--- config.mk ---
export PLATFORM = sky130hd
export DESIGN_NAME = ntl_ctrl
export DESIGN_NICKNAME = d
export VERILOG_FILES = /design/src/hdl/assert_macros.svh /design/src/hdl/ntl_pkg.sv /design/src/hdl/ntl_ctrl.sv
export SDC_FILE = /design/constraint.sdc
export NUM_CORES = 1
export LEC_CHECK = 0
export BUFFER_PORTS_ARGS = -buffer_cell sky130_fd_sc_hd__buf_2
export CORE_AREA = 2 2 39 41
export CTS_CLUSTER_DIAMETER = 40
export DETAILED_ROUTE_END_ITERATION = 16
export DIE_AREA = 0 0 41 43
export HOLD_SLACK_MARGIN = 0.08
export PLACE_DENSITY = 0.54
export SYNTH_ARGS = -nofsm -noshare
export SYNTH_HDL_FRONTEND = slang
export SYNTH_SLANG_ARGS = --single-unit
--- constraint.sdc ---
create_clock -name clk -period 1.6 [get_ports clk]
set_input_delay 0.08 -clock clk [delete_from_list [all_inputs] [get_ports clk]]
set_output_delay 0.08 -clock clk [all_outputs]
set_load 0.05 [all_outputs]
--- src/hdl/assert_macros.svh ---
// Assertion macros shared by the nibble trie lookup RTL.
`ifndef ASSERT_MACROS_SVH
`define ASSERT_MACROS_SVH

`ifndef SYNTH

// Check that cons holds in the same cycle as ante.
`define ASSERT_SAME(lbl, clk, rstn, ante, cons, msg) \
	lbl: assert property (@(posedge clk) disable iff (!rstn) (ante) |-> (cons)) \
		else $error(msg);

// Check that cons holds in the cycle after ante.
`define ASSERT_NEXT(lbl, clk, rstn, ante, cons, msg) \
	lbl: assert property (@(posedge clk) disable iff (!rstn) (ante) |=> (cons)) \
		else $error(msg);

`else

`define ASSERT_SAME(lbl, clk, rstn, ante, cons, msg)
`define ASSERT_NEXT(lbl, clk, rstn, ante, cons, msg)

`endif

`endif

--- src/hdl/ntl_pkg.sv ---
// Types and constants of the nibble trie lookup.
package ntl_pkg;

	localparam int STATES      = 1024;
	localparam int SYMBOLS     = 16;
	localparam int KEY_NIBBLES = 8;

	localparam int KIND_W   = 2;
	localparam int STATE_W  = 10;
	localparam int SYM_W    = 4;
	localparam int VAL_W    = 11;
	localparam int KEY_W    = 32;
	localparam int STATUS_W = 8;
	localparam int NEXT_AW  = STATE_W + SYM_W;
	localparam int NEXT_DEPTH = STATES * SYMBOLS;
	localparam int CNT_W    = $clog2(KEY_NIBBLES + 1);

	localparam int APB_AW = 3;
	localparam int APB_DW = 32;

	// Register index of initial_state.
	localparam logic REG_INIT = 1'b0;

	// Reset value of initial_state: empty automaton.
	localparam logic signed [VAL_W-1:0] NO_STATE = -11'sd1;

	typedef enum logic [KIND_W-1:0] {
		KIND_WR_NEXT   = 2'd0,
		KIND_WR_STATUS = 2'd1,
		KIND_LOOKUP    = 2'd2
	} kind_t;

	// Controller to datapath.
	typedef struct packed {
		logic take_en;   // input channel open
		logic step;      // read next transition from last state
		logic stat_rd;   // read status of last state
		logic load_out;  // load result register
		logic miss;      // result is a miss
	} ntl_cmd_t;

	// Datapath to controller.
	typedef struct packed {
		logic lookup_go; // lookup item accepted
		logic init_ok;   // initial state is a real state
		logic rd_ok;     // last transition read is a real state
		logic out_free;  // result register can take a new item
	} ntl_stat_t;

	// True when a signed state value names an existing state.
	function automatic logic state_ok(input logic signed [VAL_W-1:0] s);
		return !s[VAL_W-1] && (int'(s[VAL_W-2:0]) < STATES);
	endfunction

endpackage

--- src/hdl/ntl_ctrl.sv ---
// Controller state machine of the nibble trie lookup.
module ntl_ctrl
	import ntl_pkg::*;
(
	input  logic      clk,
	input  logic      arst_n,
	input  ntl_stat_t st,
	output ntl_cmd_t  cmd
);

	typedef enum logic [1:0] {
		S_IDLE,
		S_WALK,
		S_FIN
	} state_t;

	state_t           state_q;
	logic [CNT_W-1:0] cnt_q;
	logic             miss_q;
	logic             last;

	assign last = (cnt_q == CNT_W'(KEY_NIBBLES));

	// Decode commands from the current state
	always_comb begin
		cmd = '0;
		cmd.miss = miss_q;
		case (state_q)
			S_IDLE: cmd.take_en = 1'b1;
			S_WALK: begin
				if (st.rd_ok) begin
					if (last) cmd.stat_rd = 1'b1;
					else cmd.step = 1'b1;
				end
			end
			S_FIN: cmd.load_out = st.out_free;
			default: cmd = '0;
		endcase
	end

	// Advance the walk one nibble per cycle
	always_ff @(posedge clk or negedge arst_n) begin
		if (!arst_n) begin
			state_q <= S_IDLE;
			cnt_q   <= '0;
			miss_q  <= 1'b0;
		end else begin
			case (state_q)
				S_IDLE: begin
					if (st.lookup_go) begin
						cnt_q <= CNT_W'(1);
						if (st.init_ok) begin
							miss_q  <= 1'b0;
							state_q <= S_WALK;
						end else begin
							miss_q  <= 1'b1;
							state_q <= S_FIN;
						end
					end
				end
				S_WALK: begin
					if (!st.rd_ok) begin
						miss_q  <= 1'b1;
						state_q <= S_FIN;
					end else if (last) begin
						miss_q  <= 1'b0;
						state_q <= S_FIN;
					end else begin
						cnt_q <= cnt_q + CNT_W'(1);
					end
				end
				S_FIN: begin
					if (st.out_free) state_q <= S_IDLE;
				end
				default: state_q <= S_IDLE;
			endcase
		end
	end

endmodule

---- After elaboration in Yosys (flattened, before gate mapping) ----
Index checks and enable logic that the tools add are counted.
cells by class
  bitwise operators ....................... 0
  $mul .................................... 0
  magnitude comparators ................... 0
  shift-type cells ........................ 0
  add/sub/neg operators ................... 1
  reduce and logical (&&, ||, !) cells .... 6
  divide/modulo/power cells ............... 0
  eq/ne operators ......................... 8
  mux-type cells .......................... 22
operator list
  operator                                                               number
  2-bit two-way mux                                                      7
  4-bit two-way mux                                                      3
  1-bit two-way mux                                                      9
  2-bit != test, second input constant                                   4
  4-bit one-hot mux with 2 select lines                                  1
  2-bit one-hot mux with 3 select lines                                  1
  3-bit AND reduction                                                    2
  4-bit by 1-bit adder with 4-bit output, second input constant          1
  4-bit equality test, second input constant                             1
  4-bit AND reduction                                                    1
  3-bit != test, second input constant                                   1
  3-bit OR reduction                                                     1
  2-bit by 1-bit equality test with 1-bit output, second input constant  1
  2-bit equality test, second input constant                             1
  2-bit logical NOT                                                      1
  1-bit one-hot mux with 2 select lines                                  1
  2-bit nonzero test                                                     1
word-level totals
  word-level logic and storage cells ...... 40
  latch bits .............................. 0
  memories kept ........................... 0
  RAM bits ................................ 0
  register bits ........................... 7
  memory bits (read-only) ................. 0
  output and inout bits ................... 5

---- Logic depth before layout (Yosys ltp) ----
Gate-level depths: netlist of the first run.
  word-level depth ........................ 4
  depth in mapped cells ................... 5

---- Worst setup path before layout of the first run ----
Ideal clock, no wire load.
  path type ............................... flip-flop to flip-flop
  start ................................... reg cnt_q[0]
  end ..................................... reg state_q[1]
  cell stages (with the launch flop) ...... 6
  library setup time ...................... 0.165 ns
  required time ........................... 1.435 ns
  setup slack ............................. -0.321 ns
  data arrival time ....................... 1.755 ns
  buffers on the path ..................... 0
  cells stage by stage .................... dfrtp_1 > inv_1 > ha_1 > and3b_1 > nor2_1 > o32ai_1
between the ends
  word-level cells in the longest chain between the ends .. 3
ends and longest elaborated chain
  element                        line            RTL
  from (decl)                    ntl_ctrl.sv:18  logic [CNT_W-1:0] cnt_q;
  from (signal assigned)         ntl_ctrl.sv:69  cnt_q <= cnt_q + CNT_W'(1);
  4-bit equality test            ntl_ctrl.sv:22  assign last = (cnt_q == CNT_W'(KEY_NIBBLES));
  3-bit != test (no line)        -
  3-bit AND reduction (no line)  -
  to (signal assigned)           ntl_ctrl.sv:44  state_q <= S_IDLE;
  to (signal assigned)           ntl_ctrl.sv:54  state_q <= S_WALK;
  to (signal assigned)           ntl_ctrl.sv:57  state_q <= S_FIN;
  to (decl)                      ntl_ctrl.sv:17  state_t state_q;
No other way between the ends.
A chain may end at the register's enable or synchronous reset.

==> metrics.log, run 1 <==
INFO  metric grt.total_usage = 0.1446
INFO  metric syn-cell-area = 447.9 um2
INFO  metric antenna_found_initial = 0
INFO  metric post_synthesis_net_count = 58
INFO  metric layout_commonest_cell = sky130_fd_sc_hd__buf_2
INFO  metric cts-htree-levels = 1
INFO  metric first_global_vias = 393
INFO  metric antenna_left = 0
INFO  metric synthDominantAreaCellType = sky130_fd_sc_hd__dfrtp_1
INFO  metric dp_hpwl = 766.7 um
INFO  metric n_antenna_cell = 0
INFO  metric endpoint_kind = output port
INFO  metric seqPwrFrac = 0.316
INFO  metric synthesis_warning_total = 0
INFO  metric fin_crit = 1517 ps
INFO  metric synth_cell_type_count = 28
INFO  metric worst-path-max-fanout = 4
INFO  metric layout-drive-gt1-share = 0.2985
INFO  metric worst_slew_margin_rel = 0.7910
INFO  metric pwr_density_cell = 1603 nW/um2
INFO  metric fp.dieArea = 1763 um2
INFO  metric floorplan.die.height = 43 um
INFO  metric post_synth_inst_count = 50
INFO  metric seq_area_frac_synth = 0.3911
INFO  metric clk-insertion-delay-late = 250 ps
INFO  metric drt_wl_total = 981 um
INFO  metric dr.pass1.iters = 2
INFO  metric worstPathArrival = 1440 ps
INFO  metric floorplan.rows = 14
INFO  metric vdd_drop_max = 0.8042 mV
INFO  metric n_fill_cell = 139
INFO  metric maxSlewViolCount = 0
INFO  metric initialDrtViolationCount = 3
INFO  metric intPower = 0.5230 mW
INFO  metric utilization = 0.4331
INFO  metric synth_top_area_share = 0.3911
INFO  metric holdCritStartpoint = st[2]
INFO  metric route.vias.total = 434
INFO  metric leakage_power = 0.2847 nW
INFO  metric synthTopCellsByArea = sky130_fd_sc_hd__dfrtp_1 (39%), sky130_fd_sc_hd__inv_1 (5.9%), sky130_fd_sc_hd__ha_1 (5.6%)
INFO  metric timing_worst_setup_path_type = reg2out
INFO  metric cts_root_buffer = sky130_fd_sc_hd__clkbuf_4
INFO  metric grt_pass1_wl = 1635 um
INFO  metric synth_seq_cells = 7
INFO  metric remaining_routing_drc_violations = 0
INFO  metric effective_utilization_at_floorplan = 0.3237
INFO  metric p_sw = 0.4378 mW
INFO  metric design.core.area = 1384 um2
INFO  metric max_cap_violations = 0
INFO  metric top_level_ports = 11
INFO  metric timing.final.crit_share = 0.9481
INFO  metric cp-start-kind = register
INFO  metric portBuffers = 10
INFO  metric cts_sinks = 7
INFO  metric final_cell_mix = sky130_fd_sc_hd__buf_2 (9), sky130_fd_sc_hd__inv_1 (7), sky130_fd_sc_hd__dfrtp_1 (7), sky130_fd_sc_hd__nor2_1 (5)
INFO  metric worstHoldPathType = in2reg
INFO  metric power.share.clock = 0.168
INFO  metric clock_path_buffers = 2
INFO  metric tritoncts = built
INFO  metric die_w = 41 um
INFO  metric status = finished clean
INFO  metric avgSynthCellArea = 8.959 um2
INFO  metric overflow = 0
INFO  metric pin_count_of_the_biggest_net_entering_global_routing = 9
INFO  metric finalHoldWorstSlack = 93.03 ps
INFO  metric switching_share = 0.4557
INFO  metric p_comb_frac = 0.516
INFO  metric post_synthesis_to_final_layout_area_growth = 33.80%
INFO  metric final-hold-violation-count = 0
INFO  metric via_per_inst = 5.229
INFO  metric fmax = 659.2 MHz
INFO  metric timing.critical_path.from = cnt_q[0]$_DFFE_PN0P_
INFO  metric clock-skew-final = 7.238 ps
INFO  metric worst-endpoint-required = 1520 ps
INFO  metric setup_violating_endpoint_count_in_the_final_report = 0
INFO  metric cts.clk_slew.worst_paths = 60 ps
INFO  metric drt-wirelength-per-cell = 11.82 um
INFO  metric timing_worst_slew_pin_value = 304.8 ps
INFO  metric gpl.final_weighted_congestion = 0.7509
INFO  metric tritoncts.num_buffers = 3
INFO  metric r2r-start = cnt_q[1]$_DFFE_PN0P_
INFO  metric final_nets = 76
## power groups by stage
| stage | logic [mW] | clock network (mW) | registers [mW] |
|---|---|---|---|
| CTS | 0.484 | 0.169 | 0.303 |
| floorplan | 0.385 | 0 | 0.277 |
| detailed placement | 0.472 | 0 | 0.307 |
| global route | 0.539 | 0.188 | 0.315 |
| finish | 0.496 | 0.162 | 0.303 |
| global placement | 0.473 | 0 | 0.305 |
## layout make-up
type / count / area [um2] / area share
Clock buffer: 4 / 26.28 / 0.04384
Sequential cell: 7 / 175.2 / 0.2923
Inverter: 7 / 26.28 / 0.04384
Multi-Input combinational cell: 34 / 249.0 / 0.4154
Timing Repair Buffer: 15 / 102.6 / 0.1712
Tap cell: 16 / 20.02 / 0.03340
## per-layer routing
layer	up-vias	GRT usage	wire, um
met2	6	0.2000	473
met3	4	0.01571	6
li1	216	-	-
met4	0	0.1400	27
met5	-	0	0
met1	208	0.1809	473
## through the flow
stage / std cells / power, mW / worst slack [ps] / area, um2 / TNS [ps]
after floorplan: 50 / 0.6614 / 6.697 / 455.4 / 0
after global placement: 76 / 0.7775 / 176.9 / 531.8 / 0
after detailed placement: 76 / 0.7789 / 141.5 / 531.8 / 0
after CTS: 82 / 0.9559 / 14.06 / 584.3 / 0
after global routing: 83 / 1.043 / -4.788 / 599.3 / -4.788
final: 83 / 0.9609 / 83.03 / 599.3 / 0
## sequential cells by signal, indices dropped and copies added (netlist names)
signal and flops:
miss_q 1, state_q 2, cnt_q 4
## Yosys cell counts
| library cell | number |
|---|---|
| sky130_fd_sc_hd__nand3_1 | 1 |
| sky130_fd_sc_hd__nor2_1 | 6 |
| sky130_fd_sc_hd__o32ai_1 | 1 |
| sky130_fd_sc_hd__inv_1 | 7 |
| sky130_fd_sc_hd__buf_2 | 1 |
| sky130_fd_sc_hd__nand4b_1 | 1 |
| sky130_fd_sc_hd__dfrtp_1 | 7 |
| sky130_fd_sc_hd__or4_1 | 1 |
| sky130_fd_sc_hd__ha_1 | 2 |
| sky130_fd_sc_hd__nand2_1 | 1 |
| sky130_fd_sc_hd__nor3b_1 | 1 |
| sky130_fd_sc_hd__o21ai_0 | 2 |
| sky130_fd_sc_hd__or3b_1 | 1 |
| sky130_fd_sc_hd__nand3b_1 | 2 |
| sky130_fd_sc_hd__a31o_2 | 1 |
| sky130_fd_sc_hd__mux2i_1 | 1 |
| sky130_fd_sc_hd__a311oi_1 | 1 |
| sky130_fd_sc_hd__nand2b_1 | 1 |
| sky130_fd_sc_hd__o2bb2ai_1 | 1 |
| sky130_fd_sc_hd__a22o_1 | 1 |
| sky130_fd_sc_hd__o22ai_1 | 1 |
| sky130_fd_sc_hd__a211oi_1 | 1 |
| sky130_fd_sc_hd__clkbuf_1 | 1 |
| sky130_fd_sc_hd__a21bo_1 | 1 |
| sky130_fd_sc_hd__nand4_1 | 1 |
| sky130_fd_sc_hd__a311o_1 | 1 |
| sky130_fd_sc_hd__and3b_1 | 1 |
| sky130_fd_sc_hd__a21oi_1 | 3 |
## final timing paths
path	endpoint	slack, ps	depth (start not counted)
setup / recovery	cmd[3]	80	5
hold / removal	state_q[0]$_DFFE_PN0P_	90	2
setup reg to reg	state_q[1]$_DFFE_PN0P_	150	6
min in group asynchronous	state_q[0]$_DFFE_PN0P_	190	2
hold reg to reg	miss_q$_DFFE_PN0P_	540	2
max in group asynchronous	cnt_q[1]$_DFFE_PN0P_	1240	2
## what timing repair did
| action | CTS | global route |
|---|---|---|
| pin swaps | 0 | 1 |
| gates resized for setup | 2 | 3 |
| setup buffers | 0 | 1 |
| hold buffers | 2 | 0 |
| setup endpoints to repair | 1 | 1 |
| hold endpoints to repair | 8 | 0 |
## worst max-delay path, stage by stage, from the launching register on
cell	delay, ps
sky130_fd_sc_hd__dfrtp_1	370
sky130_fd_sc_hd__inv_1	70
sky130_fd_sc_hd__ha_2	180
sky130_fd_sc_hd__and3b_2	250
sky130_fd_sc_hd__nor2_4	150
sky130_fd_sc_hd__buf_8	160
## kinds of logic (layout without fill, tap and decap cells)
group,Yosys count,after routing,synth area share
AOI/OAI and AO/OA,14,14,0.2291
adders and majority gates,2,2,0.05586
buffers and inverters,9,26,0.07820
DFF,7,7,0.3911
muxes,1,1,0.02235
and+or+nand+nor,17,17,0.2235
Power figures use the tool's default switching activity.
==> run 2, diff against run 1 <==
- ABC_AREA: not set -> 1
- PLACE_DENSITY: 0.54 -> 0.56
==> metrics.log, run 2 <==
INFO  metric status = finished clean
INFO  metric ff_latch_area = 175.2 um2 (unchanged)
INFO  metric synth_edf_count = 0 (unchanged)
INFO  metric initialDrtViolationCount = 4 (+1)
INFO  metric route.vias.total = 427 (-1.6%)
INFO  metric cts-htree-levels = 1 (unchanged)
INFO  metric largest-register = cnt_q
INFO  metric dp_slack = 232.0 ps (+90.54 ps)
INFO  metric layout_commonest_cell = sky130_fd_sc_hd__nand2_1
INFO  metric synth-adder-area-share = 0.05291 (-0.002956)
INFO  metric cts_sinks = 7 (unchanged)
INFO  metric vdd_drop_max = 0.4828 mV (-40%)
INFO  metric timing_worst_slew_pin_value = 267.1 ps (-37.75 ps)
INFO  metric synth_xor_area_frac = 0.01852 (+0.01852)
INFO  metric synth_top_area_share = 0.3704 (-0.02069)
INFO  metric tritoncts.num_buffers = 3 (unchanged)
INFO  metric first_global_vias = 350 (-11%)
INFO  metric worst-path-max-fanout = 5 (+1)
INFO  metric drt-wirelength-per-cell = 9.084 um (-23%)
INFO  metric drt_wl_total = 863 um (-12%)
INFO  metric groute.layer.met2.usage = 0.1531 (-0.04688)
INFO  metric post_synth_and_or_nand_nor_area_fraction = 0.3915 (+0.1681)
INFO  metric synth_seq_cells = 7 (unchanged)
INFO  metric dr.pass1.iters = 4 (+2)
INFO  metric portBuffers = 10 (unchanged)
INFO  metric grt_pass1_wl = 1276 um (-22%)
INFO  metric worst_slew_margin_rel = 0.8219 (+0.03098)
INFO  metric synth_top_flop_cell = sky130_fd_sc_hd__dfrtp_1
INFO  metric avgSynthCellArea = 7.507 um2 (-16%)
INFO  metric timing_worst_setup_path_type = reg2out
INFO  metric antenna_found_initial = 0 (unchanged)
INFO  metric n_antenna_cell = 0 (unchanged)
INFO  metric clock_path_buffers = 2 (unchanged)
INFO  metric post_synthesis_net_count = 71 (+22%)
INFO  metric timing.final.ws_setup = 101.8 ps (+18.78 ps)
INFO  metric gpl.final_weighted_congestion = 0.7353 (-2.1%)
INFO  metric worstHoldPathType = in2reg
INFO  metric clock-skew-final = 6.621 ps (-0.6168 ps)
INFO  metric cp-start-kind = register
INFO  metric cts_root_buffer = sky130_fd_sc_hd__clkbuf_4
INFO  metric timing.final.crit_share = 0.9364 (-0.01174)
INFO  metric mux_cell_area_share_after_synthesis = 0 (-0.02235)
INFO  metric worst-endpoint-required = 1520 ps (about the same)
INFO  metric overflow = 0 (unchanged)
INFO  metric syn-cell-area = 473.0 um2 (+5.6%)
INFO  metric grt_use_met1 = 0.1405 (-0.04045)
INFO  metric tritoncts = built
INFO  metric via_per_inst = 4.495 (-14%)
INFO  metric die_w = 41 um (unchanged)
INFO  metric max_cap_violations = 0 (unchanged)
INFO  metric n_fill_cell = 146 (+5.0%)
INFO  metric final_nets = 88 (+16%)
INFO  metric synthesis_warning_total = 0 (unchanged)
INFO  metric fin_crit = 1498 ps (-18.78 ps)
INFO  metric final-hold-violation-count = 0 (unchanged)
INFO  metric floorplan.rows = 14 (unchanged)
INFO  metric design.core.area = 1384 um2 (unchanged)
INFO  metric grt.total_usage = 0.1077 (-0.03687)
INFO  metric share_of_the_synthesized_area_in_compound_gates_ao_oa_aoi_oai = 0.05556 (-0.1735)
INFO  metric grt_most_used_layer = met2
INFO  metric asyncSetResetFlopFracSynth = 1.000 (unchanged)
INFO  metric seq_area_frac_synth = 0.3704 (-0.02069)
INFO  metric fp.dieArea = 1763 um2 (unchanged)
INFO  metric reg_top3 = cnt_q (4), state_q (2), miss_q (1)
INFO  metric clk-insertion-delay-late = 250 ps (about the same)
INFO  metric endpoint_kind = output port
INFO  metric post_synth_inst_count = 63 (+26%)
INFO  metric main_combinational_cell_family_by_area_after_synthesis = simple AND/OR/NAND/NOR gates
INFO  metric effective_utilization_at_floorplan = 0.3418 (+0.01808)
INFO  metric fmax = 667.5 MHz (+1.3%)
INFO  metric pwr_density_cell = 1593 nW/um2 (-0.66%)
INFO  metric synth.cells.most_frequent = sky130_fd_sc_hd__nand2_1 (20), sky130_fd_sc_hd__dfrtp_1 (7), sky130_fd_sc_hd__inv_1 (7)
INFO  metric remaining_routing_drc_violations = 0 (unchanged)
INFO  metric worstPathArrival = 1420 ps (-20 ps)
INFO  metric yosysMostFrequentCell = sky130_fd_sc_hd__nand2_1
INFO  metric antenna_left = 0 (unchanged)
INFO  metric top_level_ports = 11 (unchanged)
INFO  metric cts.clk_slew.worst_paths = 50 ps (about the same)
INFO  metric layout-drive-gt1-share = 0.3291 (+0.03061)
INFO  metric post_synthesis_to_final_layout_area_growth = 26.46%
INFO  metric met3_usage_grt = 0.03141 (+0.01571)
INFO  metric fin_total_pwr = 0.9525 mW (-0.87%)
INFO  metric setup_violating_endpoint_count_in_the_final_report = 0 (unchanged)
INFO  metric dp_hpwl = 677.7 um (-12%)
INFO  metric floorplan.die.height = 43 um (unchanged)
INFO  metric synthDominantAreaCellType = sky130_fd_sc_hd__dfrtp_1
INFO  metric final_cell_mix = sky130_fd_sc_hd__nand2_1 (20), sky130_fd_sc_hd__buf_2 (8), sky130_fd_sc_hd__inv_1 (7), sky130_fd_sc_hd__dfrtp_1 (7)
INFO  metric pin_count_of_the_biggest_net_entering_global_routing = 9 (unchanged)
INFO  metric critical_path.max_stage_delay = 400 ps (+30 ps)
INFO  metric max_reg_flops = 4 (unchanged)
INFO  metric cp_cell_sequence = inv_1 -> ha_1 -> nand3_2 -> nand3_4 -> inv_2 -> buf_4
INFO  metric synthTopCellsByArea = sky130_fd_sc_hd__dfrtp_1 (37%), sky130_fd_sc_hd__nand2_1 (16%), sky130_fd_sc_hd__inv_1 (5.6%)
INFO  metric leakage_power = 0.3302 nW (+16%)
INFO  metric multiInputGateArea = 255.2 um2 (+2.5%)
INFO  metric maxSlewViolCount = 0 (unchanged)
INFO  metric grt_setup_unrepaired = no
INFO  metric synth_cell_type_count = 19 (-32%)
INFO  metric critPathSlowestCell = sky130_fd_sc_hd__dfrtp_1
## run 2: changes by cell type after synthesis, moves of 2 or more
cell                       change
sky130_fd_sc_hd__nor3_1        +3
sky130_fd_sc_hd__inv_2         +4
sky130_fd_sc_hd__nand4_1       +2
sky130_fd_sc_hd__nand2_1      +19
sky130_fd_sc_hd__o21ai_0       -2
sky130_fd_sc_hd__nor2_1        -3
sky130_fd_sc_hd__nand3b_1      -2
sky130_fd_sc_hd__nand3_1       +3
sky130_fd_sc_hd__a21oi_1       -2
## run 2: path summary, 6_finish.rpt
kind / start / to / slack [ps] / cells past startpoint
hold / removal: st[3] / state_q[0]$_DFFE_PN0P_ / 120 / 3
min in group asynchronous: arst_n / cnt_q[3]$_DFFE_PN0P_ / 190 / 2
max in group asynchronous: arst_n / miss_q$_DFFE_PN0P_ / 1250 / 2
setup reg to reg: cnt_q[0]$_DFFE_PN0P_ / miss_q$_DFFE_PN0P_ / 400 / 7
setup / recovery: cnt_q[0]$_DFFE_PN0P_ / cmd[3] / 100 / 6
hold reg to reg: miss_q$_DFFE_PN0P_ / miss_q$_DFFE_PN0P_ / 480 / 2
## run 2: critical path, delay by kind of cell, from the launching register on
family	cells	cell delay, ps
simple gates	2	220
flops	1	400
buf+inv	3	330
fa+ha+maj	1	220
## run 2: layer usage
metal	routed length (um)	up-vias
met1	422	186
met2	403	7
li1	-	234
met5	0	-
met4	0	0
met3	38	0
## run 2: cell families (layout without fill, tap and decap cells)
| logic type | Yosys count | in the layout |
|---|---|---|
| AO/OA/AOI/OAI | 4 | 4 |
| XOR/XNOR | 1 | 1 |
| adder cells (fa/ha/maj) | 2 | 2 |
| buffers and inverters | 12 | 28 |
| flip-flops | 7 | 7 |
| AND/OR/NAND/NOR | 37 | 37 |
## run 2: per-stage QoR
step                instance area (um2)  hold slack, ps  setup TNS [ps]  std cells  utilization
finish                            598.1           124.2               0         95       0.4322
global route                      598.1           130.5               0         95       0.4322
CTS                               575.6           121.5               0         93       0.4159
detailed placement                536.8          -78.47               0         88       0.3879
global placement                  536.8          -79.88               0         88       0.3879
floorplan                         478.0          -215.6          -170.1         63            -
## run 2: layout make-up
cell class / count / share of cell area
Sequential cell: 7 / 0.2929
Timing Repair Buffer: 13 / 0.1339
Tap cell: 16 / 0.03347
Inverter: 11 / 0.06904
Multi-Input combinational cell: 44 / 0.4268
Clock buffer: 4 / 0.04393
## run 2: where the power goes
part	internal, mW	switching (mW)
sequential	0.234	0.0754
combinational	0.165	0.322
clock	0.0949	0.0608
## run 2: timing repair
action	4_1_cts	5_1_grt
pin swaps	0	0
hold buffers	1	0
buffers inserted	0	2
endpoints found under the hold margin	7	0
resized for setup	1	2
endpoints found under the setup margin	1	2
==> run 3, diff against run 2 <==
- CTS_BUF_LIST: not set -> sky130_fd_sc_hd__clkbuf_16
==> metrics.log, run 3 (synthesized netlist as in run 2, its figures left out) <==
INFO  metric status = finished clean
INFO  metric vdd_drop_max = 1.031 mV (+110%)
INFO  metric antenna_found_initial = 0 (unchanged)
INFO  metric clk-insertion-delay-late = 220 ps (-30 ps)
INFO  metric first_global_vias = 350 (unchanged)
INFO  metric post_synthesis_to_final_layout_area_growth = 34.92%
INFO  metric fin_crit = 1534 ps (+35.54 ps)
INFO  metric layout-drive-gt1-share = 0.3077 (-0.02142)
INFO  metric worst_slew_margin_rel = 0.8216 (about the same)
INFO  metric timing_worst_setup_path_type = reg2out
INFO  metric initialDrtViolationCount = 6 (+2)
INFO  metric reg_top3 = cnt_q (4), state_q (2), miss_q (1)
INFO  metric fmax = 652.0 MHz (-2.3%)
INFO  metric final_cell_mix = sky130_fd_sc_hd__nand2_1 (20), sky130_fd_sc_hd__inv_1 (8), sky130_fd_sc_hd__buf_2 (8), sky130_fd_sc_hd__dfrtp_1 (7)
INFO  metric finalSetupTns = 0 ps (unchanged)
INFO  metric final-hold-violation-count = 0 (unchanged)
INFO  metric cts_root_buffer = sky130_fd_sc_hd__clkbuf_16
INFO  metric floorplan.rows = 14 (unchanged)
INFO  metric setup_violating_endpoint_count_in_the_final_report = 0 (unchanged)
INFO  metric cp-start-kind = register
INFO  metric layout.cells.non_filler = 94 (-1.1%)
INFO  metric r2r.worst_path.cells = 7 (unchanged)
INFO  metric worstPathArrival = 1450 ps (+30 ps)
INFO  metric tritoncts.num_buffers = 3 (unchanged)
INFO  metric switching_share = 0.3981 (-0.08331)
INFO  metric die_w = 41 um (unchanged)
INFO  metric min_path_cells = 3 (unchanged)
INFO  metric antenna_left = 0 (unchanged)
INFO  metric grt_setup_unrepaired = no
INFO  metric final_nets = 87 (-1.1%)
INFO  metric design.core.area = 1384 um2 (unchanged)
INFO  metric worstHoldPathType = in2reg
INFO  metric tritoncts = built
INFO  metric seqPwrFrac = 0.267 (-0.058)
INFO  metric gpl.final_weighted_congestion = 0.7353 (unchanged)
INFO  metric worst-path-max-fanout = 5 (unchanged)
INFO  metric remaining_routing_drc_violations = 0 (unchanged)
INFO  metric cts_sinks = 7 (unchanged)
INFO  metric overflow = 0 (unchanged)
INFO  metric utilization = 0.4611 (+0.02893)
INFO  metric worst-endpoint-required = 1520 ps (about the same)
INFO  metric maxSlewViolCount = 0 (unchanged)
INFO  metric floorplan.die.height = 43 um (unchanged)
INFO  metric intPower = 0.7091 mW (+44%)
INFO  metric layout_commonest_cell = sky130_fd_sc_hd__nand2_1
INFO  metric dr.pass1.iters = 4 (unchanged)
INFO  metric portBuffers = 10 (unchanged)
INFO  metric clock_path_buffers = 2 (unchanged)
INFO  metric route.vias.total = 424 (-0.70%)
INFO  metric top_level_ports = 11 (unchanged)
INFO  metric drt_wl_total = 805 um (-6.7%)
INFO  metric fp.dieArea = 1763 um2 (unchanged)
INFO  metric via_per_inst = 4.511 (+0.35%)
INFO  metric power.share.clock = 0.341 (+0.178)
INFO  metric n_antenna_cell = 0 (unchanged)
INFO  metric cts.clk_slew.worst_paths = 30 ps (-20 ps)
INFO  metric cts-htree-levels = 1 (unchanged)
INFO  metric grt_pass1_wl = 1269 um (-0.55%)
INFO  metric timing.final.crit_share = 0.9586 (+0.02221)
INFO  metric leakage_power = 0.3521 nW (+6.6%)
INFO  metric timing_worst_slew_pin_value = 267.6 ps (+0.5060 ps)
INFO  metric max_reg_flops = 4 (unchanged)
INFO  metric clock-skew-final = 0.2501 ps (-6.371 ps)
INFO  metric p_sw = 0.4689 mW (+2.3%)
INFO  metric p_comb_frac = 0.393 (-0.118)
INFO  metric max_cap_violations = 0 (unchanged)
INFO  metric dp_hpwl = 677.7 um (unchanged)
INFO  metric drt-wirelength-per-cell = 8.564 um (-5.7%)
INFO  metric grt.total_usage = 0.1048 (-0.002942)
INFO  metric endpoint_kind = output port
INFO  metric pin_count_of_the_biggest_net_entering_global_routing = 9 (unchanged)
INFO  metric pwr_density_cell = 1846 nW/um2 (+16%)
INFO  metric fin_total_pwr = 1.178 mW (+24%)
INFO  metric dpl.cell_count = 88 (unchanged)
INFO  metric effective_utilization_at_floorplan = 0.3418 (unchanged)
INFO  metric largest-register = cnt_q
[run 3: changes by cell type in the layout (fill, tap and decap cells not counted)]
cell                        before  now
sky130_fd_sc_hd__buf_4           3    2
sky130_fd_sc_hd__clkbuf_1        1    0
sky130_fd_sc_hd__nand3_1         3    4
sky130_fd_sc_hd__inv_1           7    8
sky130_fd_sc_hd__clkbuf_4        4    1
sky130_fd_sc_hd__nand3_2         2    1
sky130_fd_sc_hd__clkbuf_16       0    3
[run 3: worst paths after layout]
path                                           start                     end  slack (ps)
worst max register to register  cnt_q[1]$_DFFE_PN0P_      miss_q$_DFFE_PN0P_         360
worst min-delay path                           st[3]  state_q[0]$_DFFE_PN0P_         150
min in group asynchronous                     arst_n      miss_q$_DFFE_PN0P_         220
worst min register to register    miss_q$_DFFE_PN0P_      miss_q$_DFFE_PN0P_         470
worst max-delay path            cnt_q[1]$_DFFE_PN0P_                  cmd[3]          70
max in group asynchronous                     arst_n    cnt_q[1]$_DFFE_PN0P_        1230
[run 3: layout make-up]
class	instances	area, um2
inverters	11	41.29
flip-flops and latches	7	175.2
clock inverters	1	3.754
fillers	140	745.7
repair buffers	12	72.57
clock buffers	3	75.07
well taps	16	20.02
multi-input cells	44	250.2
[run 3: worst max-delay path, stage by stage (launching register included)]
cell and delay, ps:
sky130_fd_sc_hd__dfrtp_1 410, sky130_fd_sc_hd__inv_1 70, sky130_fd_sc_hd__ha_1 190, sky130_fd_sc_hd__nand3_1 160, sky130_fd_sc_hd__nand3_4 120, sky130_fd_sc_hd__inv_2 90
sky130_fd_sc_hd__buf_4 190
[run 3: per-stage QoR]
step / setup slack (ps) / hold slack, ps / cell area, um2
after CTS: 44.81 / 151.3 / 628.1
after floorplan: -86.96 / -215.6 / 478.0
final: 66.26 / 145.0 / 638.1
after global routing: 0.4269 / 160.4 / 638.1
after global placement: 263.7 / -79.88 / 536.8
after detailed placement: 232.0 / -78.47 / 536.8
[run 3: power groups by stage]
| stage | logic (mW) | registers, mW | clock network, mW |
|---|---|---|---|
| detailed placement | 0.441 | 0.319 | 0 |
| global route | 0.506 | 0.325 | 0.424 |
| global placement | 0.447 | 0.318 | 0 |
| CTS | 0.449 | 0.316 | 0.404 |
| floorplan | 0.387 | 0.293 | 0 |
| finish | 0.463 | 0.314 | 0.402 |
[run 3: layer usage]
metal | up-vias | track usage | share of wire
met3 | 0 | 0.03141 | 0.041
met2 | 9 | 0.1563 | 0.46
li1 | 231 | - | -
met4 | 0 | 0.04000 | 0
met1 | 184 | 0.1376 | 0.50
met5 | - | 0 | 0
[run 3: what timing repair did]
item,in CTS,in global routing
pin swaps,0,0
hold buffers,1,0
endpoints found under the hold margin,7,0
buffers inserted,0,1
endpoints found under the setup margin,1,2
gates cloned,0,0
gates resized for setup,1,1
